<file path="src/indexed_list_stack_queue_top_macros.svh">
// Assertion macros for the indexed list block.
// Used by indexed_list_stack_queue_top; relies on clk and rst in scope.
`ifndef INDEXED_LIST_STACK_QUEUE_TOP_MACROS_SVH
`define INDEXED_LIST_STACK_QUEUE_TOP_MACROS_SVH

// Check a condition at every clock edge outside reset
`define ILSQ_CHECK(lbl, cond, msg) \
  lbl: assert property (@(posedge clk) disable iff (rst) (cond)) else $error(msg);

// Check that a trigger is followed by a condition in the next cycle
`define ILSQ_CHECK_NEXT(lbl, trig, cond, msg) \
  lbl: assert property (@(posedge clk) disable iff (rst) (trig) |=> (cond)) else $error(msg);

`endif

</file>
<file path="src/ilsq_pkg.sv">
// Shared types and constants for the indexed list block.
// No dependencies; imported by the top level.
package ilsq_pkg;

  // Request codes
  localparam logic [2:0] OP_INSERT  = 3'd0;
  localparam logic [2:0] OP_REMOVE  = 3'd1;
  localparam logic [2:0] OP_APPEND  = 3'd2;
  localparam logic [2:0] OP_POP     = 3'd3;
  localparam logic [2:0] OP_DEQUEUE = 3'd4;

  localparam logic [5:0] CAPACITY_RESET = 6'd32;

  typedef struct packed {
    logic [2:0]         opcode;
    logic [5:0]         index;
    logic signed [31:0] value;
  } req_t;

  typedef struct packed {
    logic signed [31:0] value_out;
    logic               value_valid;
    logic               accepted;
    logic [5:0]         count;
    logic               empty_res;
    logic               full_res;
  } rsp_t;

  typedef enum logic [2:0] {
    ST_IDLE,
    ST_TAKE,
    ST_GRAB,
    ST_FETCH,
    ST_MOVE,
    ST_PUT,
    ST_DONE
  } state_t;

endpackage

</file>
<file path="src/ilsq_ram.sv">
// Generic single-write, single-read RAM with registered read data.
// No dependencies.
module ilsq_ram #(
  parameter int WIDTH = 32,
  parameter int DEPTH = 32
) (
  input  logic                     clk,
  input  logic                     we,
  input  logic [$clog2(DEPTH)-1:0] waddr,
  input  logic [WIDTH-1:0]         wdata,
  input  logic [$clog2(DEPTH)-1:0] raddr,
  output logic [WIDTH-1:0]         rdata
);

  logic [WIDTH-1:0] mem [DEPTH];

  // Write port
  always_ff @(posedge clk) begin
    if (we) begin
      mem[waddr] <= wdata;
    end
  end

  // Registered read port
  always_ff @(posedge clk) begin
    rdata <= mem[raddr];
  end

endmodule

</file>
<file path="src/indexed_list_stack_queue_top.sv">
// Indexed list: ordered list of signed 32-bit entries in one RAM, with insert/remove at an
// index, append, pop tail and dequeue head. One request is handled at a time; a small
// sequencer moves entries one slot at a time, a fetch state then a move state, through the
// RAM's single read and single write port. A finished request may wait in the done state
// for the result register to drain. The result register lets the result wait while the
// next request is accepted.
module indexed_list_stack_queue_top #(
  parameter int DEPTH = 32
) (
  input  logic            clk,
  input  logic            rst,
  input  logic            req_valid,
  output logic            req_stall,
  input  ilsq_pkg::req_t  req,
  output logic            rsp_valid,
  input  logic            rsp_stall,
  output ilsq_pkg::rsp_t  rsp,
  input  logic            cfg_valid,
  output logic            cfg_ready,
  input  logic [5:0]      cfg_data
);
  import ilsq_pkg::*;

  localparam int AW = $clog2(DEPTH);

  state_t state, state_next;

  logic [5:0]  capacity;
  logic [5:0]  cnt;
  logic [5:0]  eff_cap;
  logic [5:0]  pos;
  logic [5:0]  ptr;
  logic [5:0]  last;
  logic        up;
  logic        ok;
  logic        take;
  logic [31:0] val;
  logic [31:0] taken;

  logic        accept;
  logic        ins_req;
  logic        rem_req;
  logic        ins_ok;
  logic        rem_ok;
  logic [5:0]  pos_d;
  logic        rsp_free;

  logic          ram_we;
  logic [AW-1:0] ram_waddr;
  logic [31:0]   ram_wdata;
  logic [AW-1:0] ram_raddr;
  logic [31:0]   ram_rdata;

  ilsq_ram #(
    .WIDTH (32),
    .DEPTH (DEPTH)
  ) u_ram (
    .clk   (clk),
    .we    (ram_we),
    .waddr (ram_waddr),
    .wdata (ram_wdata),
    .raddr (ram_raddr),
    .rdata (ram_rdata)
  );

  assign cfg_ready = 1'b1;
  assign accept    = req_valid && !req_stall;
  assign rsp_free  = !rsp_valid || !rsp_stall;

  // Clamp the capacity register to the usable range
  always_comb begin
    if (capacity == 6'd0) begin
      eff_cap = 6'd1;
    end else if (32'(capacity) > DEPTH) begin
      eff_cap = 6'(DEPTH);
    end else begin
      eff_cap = capacity;
    end
  end

  // Decode the incoming request
  always_comb begin
    ins_req = 1'b0;
    rem_req = 1'b0;
    ins_ok  = 1'b0;
    rem_ok  = 1'b0;
    pos_d   = 6'd0;
    case (req.opcode)
      OP_INSERT: begin
        ins_req = 1'b1;
        pos_d   = req.index;
        ins_ok  = (cnt < eff_cap) && (req.index <= cnt);
      end
      OP_APPEND: begin
        ins_req = 1'b1;
        pos_d   = cnt;
        ins_ok  = cnt < eff_cap;
      end
      OP_REMOVE: begin
        rem_req = 1'b1;
        pos_d   = req.index;
        rem_ok  = req.index < cnt;
      end
      OP_POP: begin
        rem_req = 1'b1;
        pos_d   = cnt - 6'd1;
        rem_ok  = cnt != 6'd0;
      end
      OP_DEQUEUE: begin
        rem_req = 1'b1;
        pos_d   = 6'd0;
        rem_ok  = cnt != 6'd0;
      end
      default: begin
        ins_req = 1'b0;
        rem_req = 1'b0;
      end
    endcase
  end

  // Next state
  always_comb begin
    state_next = state;
    case (state)
      ST_IDLE: begin
        if (req_valid) begin
          if (ins_req && ins_ok) begin
            state_next = (cnt > pos_d) ? ST_FETCH : ST_PUT;
          end else if (rem_req && rem_ok) begin
            state_next = ST_TAKE;
          end else begin
            state_next = ST_DONE;
          end
        end
      end
      ST_TAKE: state_next = ST_GRAB;
      ST_GRAB: state_next = (ptr < last) ? ST_FETCH : ST_DONE;
      ST_FETCH: state_next = ST_MOVE;
      ST_MOVE: begin
        if (up) begin
          state_next = ((ptr - 6'd1) > pos) ? ST_FETCH : ST_PUT;
        end else begin
          state_next = ({1'b0, ptr} + 7'd1 < {1'b0, last}) ? ST_FETCH : ST_DONE;
        end
      end
      ST_PUT: state_next = ST_DONE;
      ST_DONE: begin
        if (rsp_free) begin
          state_next = ST_IDLE;
        end
      end
      default: state_next = ST_IDLE;
    endcase
  end

  // Drive RAM ports and handshake from the state
  always_comb begin
    req_stall = 1'b1;
    ram_we    = 1'b0;
    ram_waddr = AW'(ptr);
    ram_wdata = ram_rdata;
    ram_raddr = AW'(pos);
    case (state)
      ST_IDLE: req_stall = 1'b0;
      ST_TAKE: ram_raddr = AW'(pos);
      ST_FETCH: ram_raddr = up ? AW'(ptr - 6'd1) : AW'(ptr + 6'd1);
      ST_MOVE: begin
        ram_we    = 1'b1;
        ram_waddr = AW'(ptr);
        ram_wdata = ram_rdata;
      end
      ST_PUT: begin
        ram_we    = 1'b1;
        ram_waddr = AW'(pos);
        ram_wdata = val;
      end
      default: req_stall = 1'b1;
    endcase
  end

  // Control state: sequencer, count, capacity, result valid
  always_ff @(posedge clk) begin
    if (rst) begin
      state     <= ST_IDLE;
      cnt       <= 6'd0;
      capacity  <= CAPACITY_RESET;
      rsp_valid <= 1'b0;
    end else begin
      state <= state_next;
      if (cfg_valid && cfg_ready) begin
        capacity <= cfg_data;
      end
      // Raise the result once the register is free, drop it after its transfer
      if ((state == ST_DONE) && rsp_free) begin
        rsp_valid <= 1'b1;
      end else if (!rsp_stall) begin
        rsp_valid <= 1'b0;
      end
      case (state)
        ST_GRAB: cnt <= cnt - 6'd1;
        ST_PUT:  cnt <= cnt + 6'd1;
        default: cnt <= cnt;
      endcase
    end
  end

  // Working registers and result payload
  always_ff @(posedge clk) begin
    case (state)
      ST_IDLE: begin
        if (accept) begin
          pos   <= pos_d;
          val   <= req.value;
          up    <= ins_req;
          ok    <= (ins_req && ins_ok) || (rem_req && rem_ok);
          take  <= rem_ok && ((req.opcode == OP_POP) || (req.opcode == OP_DEQUEUE));
          ptr   <= ins_req ? cnt : pos_d;
          last  <= cnt - 6'd1;
          taken <= 32'd0;
        end
      end
      ST_GRAB: taken <= ram_rdata;
      ST_MOVE: ptr <= up ? (ptr - 6'd1) : (ptr + 6'd1);
      ST_DONE: begin
        if (rsp_free) begin
          rsp.value_out   <= take ? taken : 32'd0;
          rsp.value_valid <= take;
          rsp.accepted    <= ok;
          rsp.count       <= cnt;
          rsp.empty_res   <= cnt == 6'd0;
          rsp.full_res    <= cnt >= eff_cap;
        end
      end
      default: ptr <= ptr;
    endcase
  end

  `include "indexed_list_stack_queue_top_macros.svh"

  `ILSQ_CHECK(a_cnt_bound, 32'(cnt) <= DEPTH, "entry count above depth")
  `ILSQ_CHECK(a_take_ok, !rsp_valid || !rsp.value_valid || rsp.accepted, "value without accept")
  `ILSQ_CHECK(a_zero_out, !rsp_valid || rsp.value_valid || (rsp.value_out == 32'd0), "stray value")
  `ILSQ_CHECK_NEXT(a_busy, accept, req_stall, "second transfer while busy")

endmodule
</file>
<file path="config.mk">
export PLATFORM = sky130hd
export DESIGN_NAME = indexed_list_stack_queue_top
export DESIGN_NICKNAME = d
export VERILOG_FILES = /design/src/ilsq_pkg.sv /design/src/ilsq_ram.sv /design/src/indexed_list_stack_queue_top.sv
export VERILOG_INCLUDE_DIRS = /design/src /design/src/src
export SDC_FILE = /design/constraint.sdc
export NUM_CORES = 2
export LEC_CHECK = 0
export BUFFER_PORTS_ARGS = -buffer_cell sky130_fd_sc_hd__buf_2
export CORE_ASPECT_RATIO = 0.8
export CORE_MARGIN = 5
export CORE_UTILIZATION = 62
export CTS_CLUSTER_DIAMETER = 120
export DETAILED_ROUTE_END_ITERATION = 6
export MAX_ROUTING_LAYER = met4
export PLACE_DENSITY = 0.86
export SYNTH_ARGS = -nofsm -noshare
export SYNTH_HDL_FRONTEND = slang
export SYNTH_SLANG_ARGS = --single-unit
</file>
<file path="constraint.sdc">
create_clock -name clk -period 5.55 [get_ports clk]
set_input_delay 1.11 -clock clk [delete_from_list [all_inputs] [get_ports clk]]
set_output_delay 1.11 -clock clk [all_outputs]
set_load 0.02 [all_outputs]
</file>
==> impl_metrics.toml <==
[sta]
rsz0062_at_grt = "no"
finClkSkew_ns = 0.0180
slew_viol_final = 0
hold_ws_ns = 0.429
period_needed_ns = 4.19
finalHoldViolCount = 0
fin_crit_sh = 0.756
max_slew_margin = 0.0201
setup_viol = 0
setup_slack_ns = 1.36
fmax_mhz = 238
final.setup.tns_ns = 0
max_slew.worst_pin.slew_ns = 1.47

[floorplan]
start_util = 0.626
dieHeight_um = 260
die_area_sq_um = 83700
core_area_sq_um = 77200
dieWidth_um = 322
pin_count = 97
rows = 91

[detailed_routing]
drc = 2
dr_total_vias = 32666
antenna_left = 0
vias_per_cell = 6.82
wire_per_inst_um = 27.6
drt_iter0_markers = 6019
drtPass1Iterations = 7
wl_mm = 132

[clocking]
htreeDepth = 3
cts_buffer_depth = 3
cts.clk_slew.worst_paths_ns = 0.07
cts_resized = 0
numCtsBuffers = 107
cts_tree = "yes"
cts.sinks = 1199
ctsRootBufferMaster = "clkbuf_16"
hold_buffers = 0
post-cts-setup-buffer-count = 0
worstSkewPairLatency_ns = 0.67

[worst_setup_path]
critPathCaptureType = "flop"
crit_type = "reg2reg"
r2r.worst_path.cells = 6
crit_chain = "inv_1, or2_2, o21ai_0, nand2_1, nor2_4, buf_4"
start_kind = "flop"
crit_slowest_cell = "nor2_4"
cpLargestDelayFamily = "simple AND/OR/NAND/NOR gates"
crit_required_ns = 5.91
regToRegStartpoint = "state[0]"
crit_arrival_ns = 4.56
cp.depth = 6
r2r_slack_ns = 1.36
regToRegEndpoint = "u_ram.mem[26][3]"
cp_max_fo = 45
slowest_delay_ns = 0.98
cp_num_buf_inv = 2

[global_route]
gr-total-overflow = 0
antenna_found_initial = 6
grt_pass1_wl_mm = 195
grt_max_degree = 132
grt_pass1_vias = 31357
gr-usage-all-layers = 0.319

[layout]
drive_gt1_frac = 0.103
synthToLayoutAreaGrowth_pct = 10.8
fin_cells = 4791
fillCellCount = 4570
final_common_cell = "edfxtp_1"
final_cell_mix = "edfxtp_1, nand2_1, and3_1, a311oi_1, o21ai_0"
final_nets = 3761

[synth]
yosys_warnings = 0
ys_seq_area_frac = 0.735
synth_area_per_cell_sq_um = 13.3
ys_seq_elements = 1199
synth-main-ff-cell = "edfxtp_1"
synth.net_count = 3727
yosysUniqueCellTypes = 69
syn_area_sq_um = 48300
syn_inst = 3636
synth_edf_count = 1151
async_flop_share = 0

[pwr]
power.density_nw_per_um2 = 533
p_total_mw = 28.5
peakVddDrop_uv = 393
p_leak_nw = 19.0

[placement]
dp.cells = 4584
port_buffers = 95
dp.final_hpwl_mm = 74.0
dp_slack_ns = 1.57
gp_routability_congestion = 0.907

[worst_hold_path]
hold_class = "reg2reg"
hold-path-endpoint = "rsp[8]"
hold_path_depth = 0
hp-start = "ok"

[status]
failed_checks = "DRC"
status = "complete, but fails checks"

[flow_run]
drv_cap = 0
cells in the mapped netlist, drive strengths merged, types with 3 or more instances:
cell / number / area (sq um)
mux2i: 21 / 214
dfxtp: 48 / 961
and3: 254 / 1590
o22ai: 4 / 25.0
or3: 4 / 25.0
and2: 34 / 213
nor4: 3 / 18.8
nand3b: 6 / 45.0
a21boi: 6 / 45.0
o211ai: 5 / 37.5
ha: 39 / 488
o21ai: 122 / 629
a311oi: 212 / 1860
a21oi: 34 / 170
a22oi: 3 / 22.5
o21bai: 3 / 22.5
nand3: 74 / 375
or4: 4 / 30.0
inv: 33 / 124
xnor2: 19 / 174
a21o: 9 / 67.6
edfxtp: 1151 / 34600
a211oi: 6 / 45.0
a22o: 5 / 43.8
nand2: 1105 / 4150
xor2: 7 / 68.8
a32oi: 5 / 43.8
nor2: 75 / 284
nor2b: 6 / 37.5
or2: 3 / 18.8
nor3: 7 / 35.0
nand4: 31 / 194
mux4: 10 / 244
a31oi: 7 / 43.8
o21a: 3 / 22.5
o31ai: 5 / 37.5
a311o: 9 / 90.1
nand2b: 4 / 25.0
clkbuf: 116 / 435
a221oi: 3 / 26.3
buf: 120 / 612
flip-flops by register name (all words and copies together), names as in the netlist, 3 cells and up:
register / flops
ptr: 6
val: 32
rsp: 42
u_ram.mem: 1024
taken: 32
state: 3
pos: 6
u_ram.rdata: 32
capacity: 6
last: 6
cnt: 6
where the power goes:
group	leakage, nW	internal (mW)	switching (mW)
Sequential	10.9	12.1	0.598
Combinational	6.37	2.21	6.24
Clock	1.71	4.18	3.22
Total	19.0	18.5	10.1
cell families (layout without fill, tap and decap cells):
family	after synthesis	count (layout)	share of synthesized area
AO/OA/AOI/OAI	452	452	0.0689
XOR/XNOR	26	26	0.00502
adder cells (fa/ha/maj)	39	39	0.0101
buffers and inverters	270	395	0.0243
flip-flops	1199	1199	0.735
multiplexers	33	33	0.00994
other	1	8	0.0000776
AND/OR/NAND/NOR	1616	1616	0.147
layout make-up:
type / instances / area [sq um] / share of cell area
antenna: 7 / 17.5 / 0.000327
clock buffer: 157 / 3090 / 0.0577
clock inverter: 43 / 398 / 0.00743
inverter: 34 / 128 / 0.00238
multi-input combinational: 2167 / 12000 / 0.224
sequential: 1199 / 35500 / 0.663
tap: 1023 / 1280 / 0.0239
timing repair buffer: 161 / 1130 / 0.0212
stage by stage:
stage	instance area (sq um)	util
2_1_floorplan	48300	-
3_3_place_gp	50100	0.648
3_5_place_dp	50100	0.648
4_1_cts	53500	0.694
5_1_grt	53600	0.694
6_report	53600	0.694
metal layers:
metal	GRT usage	vias up	wire, um
met1	0.417	15702	45500
li1	-	13541	-
met4	0.134	0	6350
met3	0.0945	509	19800
met2	0.474	2914	60300
met5	-	-	0
how the worst max path moves through the flow:
stage / startpoint / to
2_1_floorplan: rsp_stall / rsp[0]
3_3_place_gp: state[0] / u_ram.mem[13][26]
3_5_place_dp: state[1] / u_ram.rdata[23]
4_1_cts: state[1] / u_ram.rdata[23]
5_1_grt: state[0] / u_ram.mem[26][2]
6_report: state[0] / u_ram.mem[26][3]
Power figures use the tool's default switching activity.
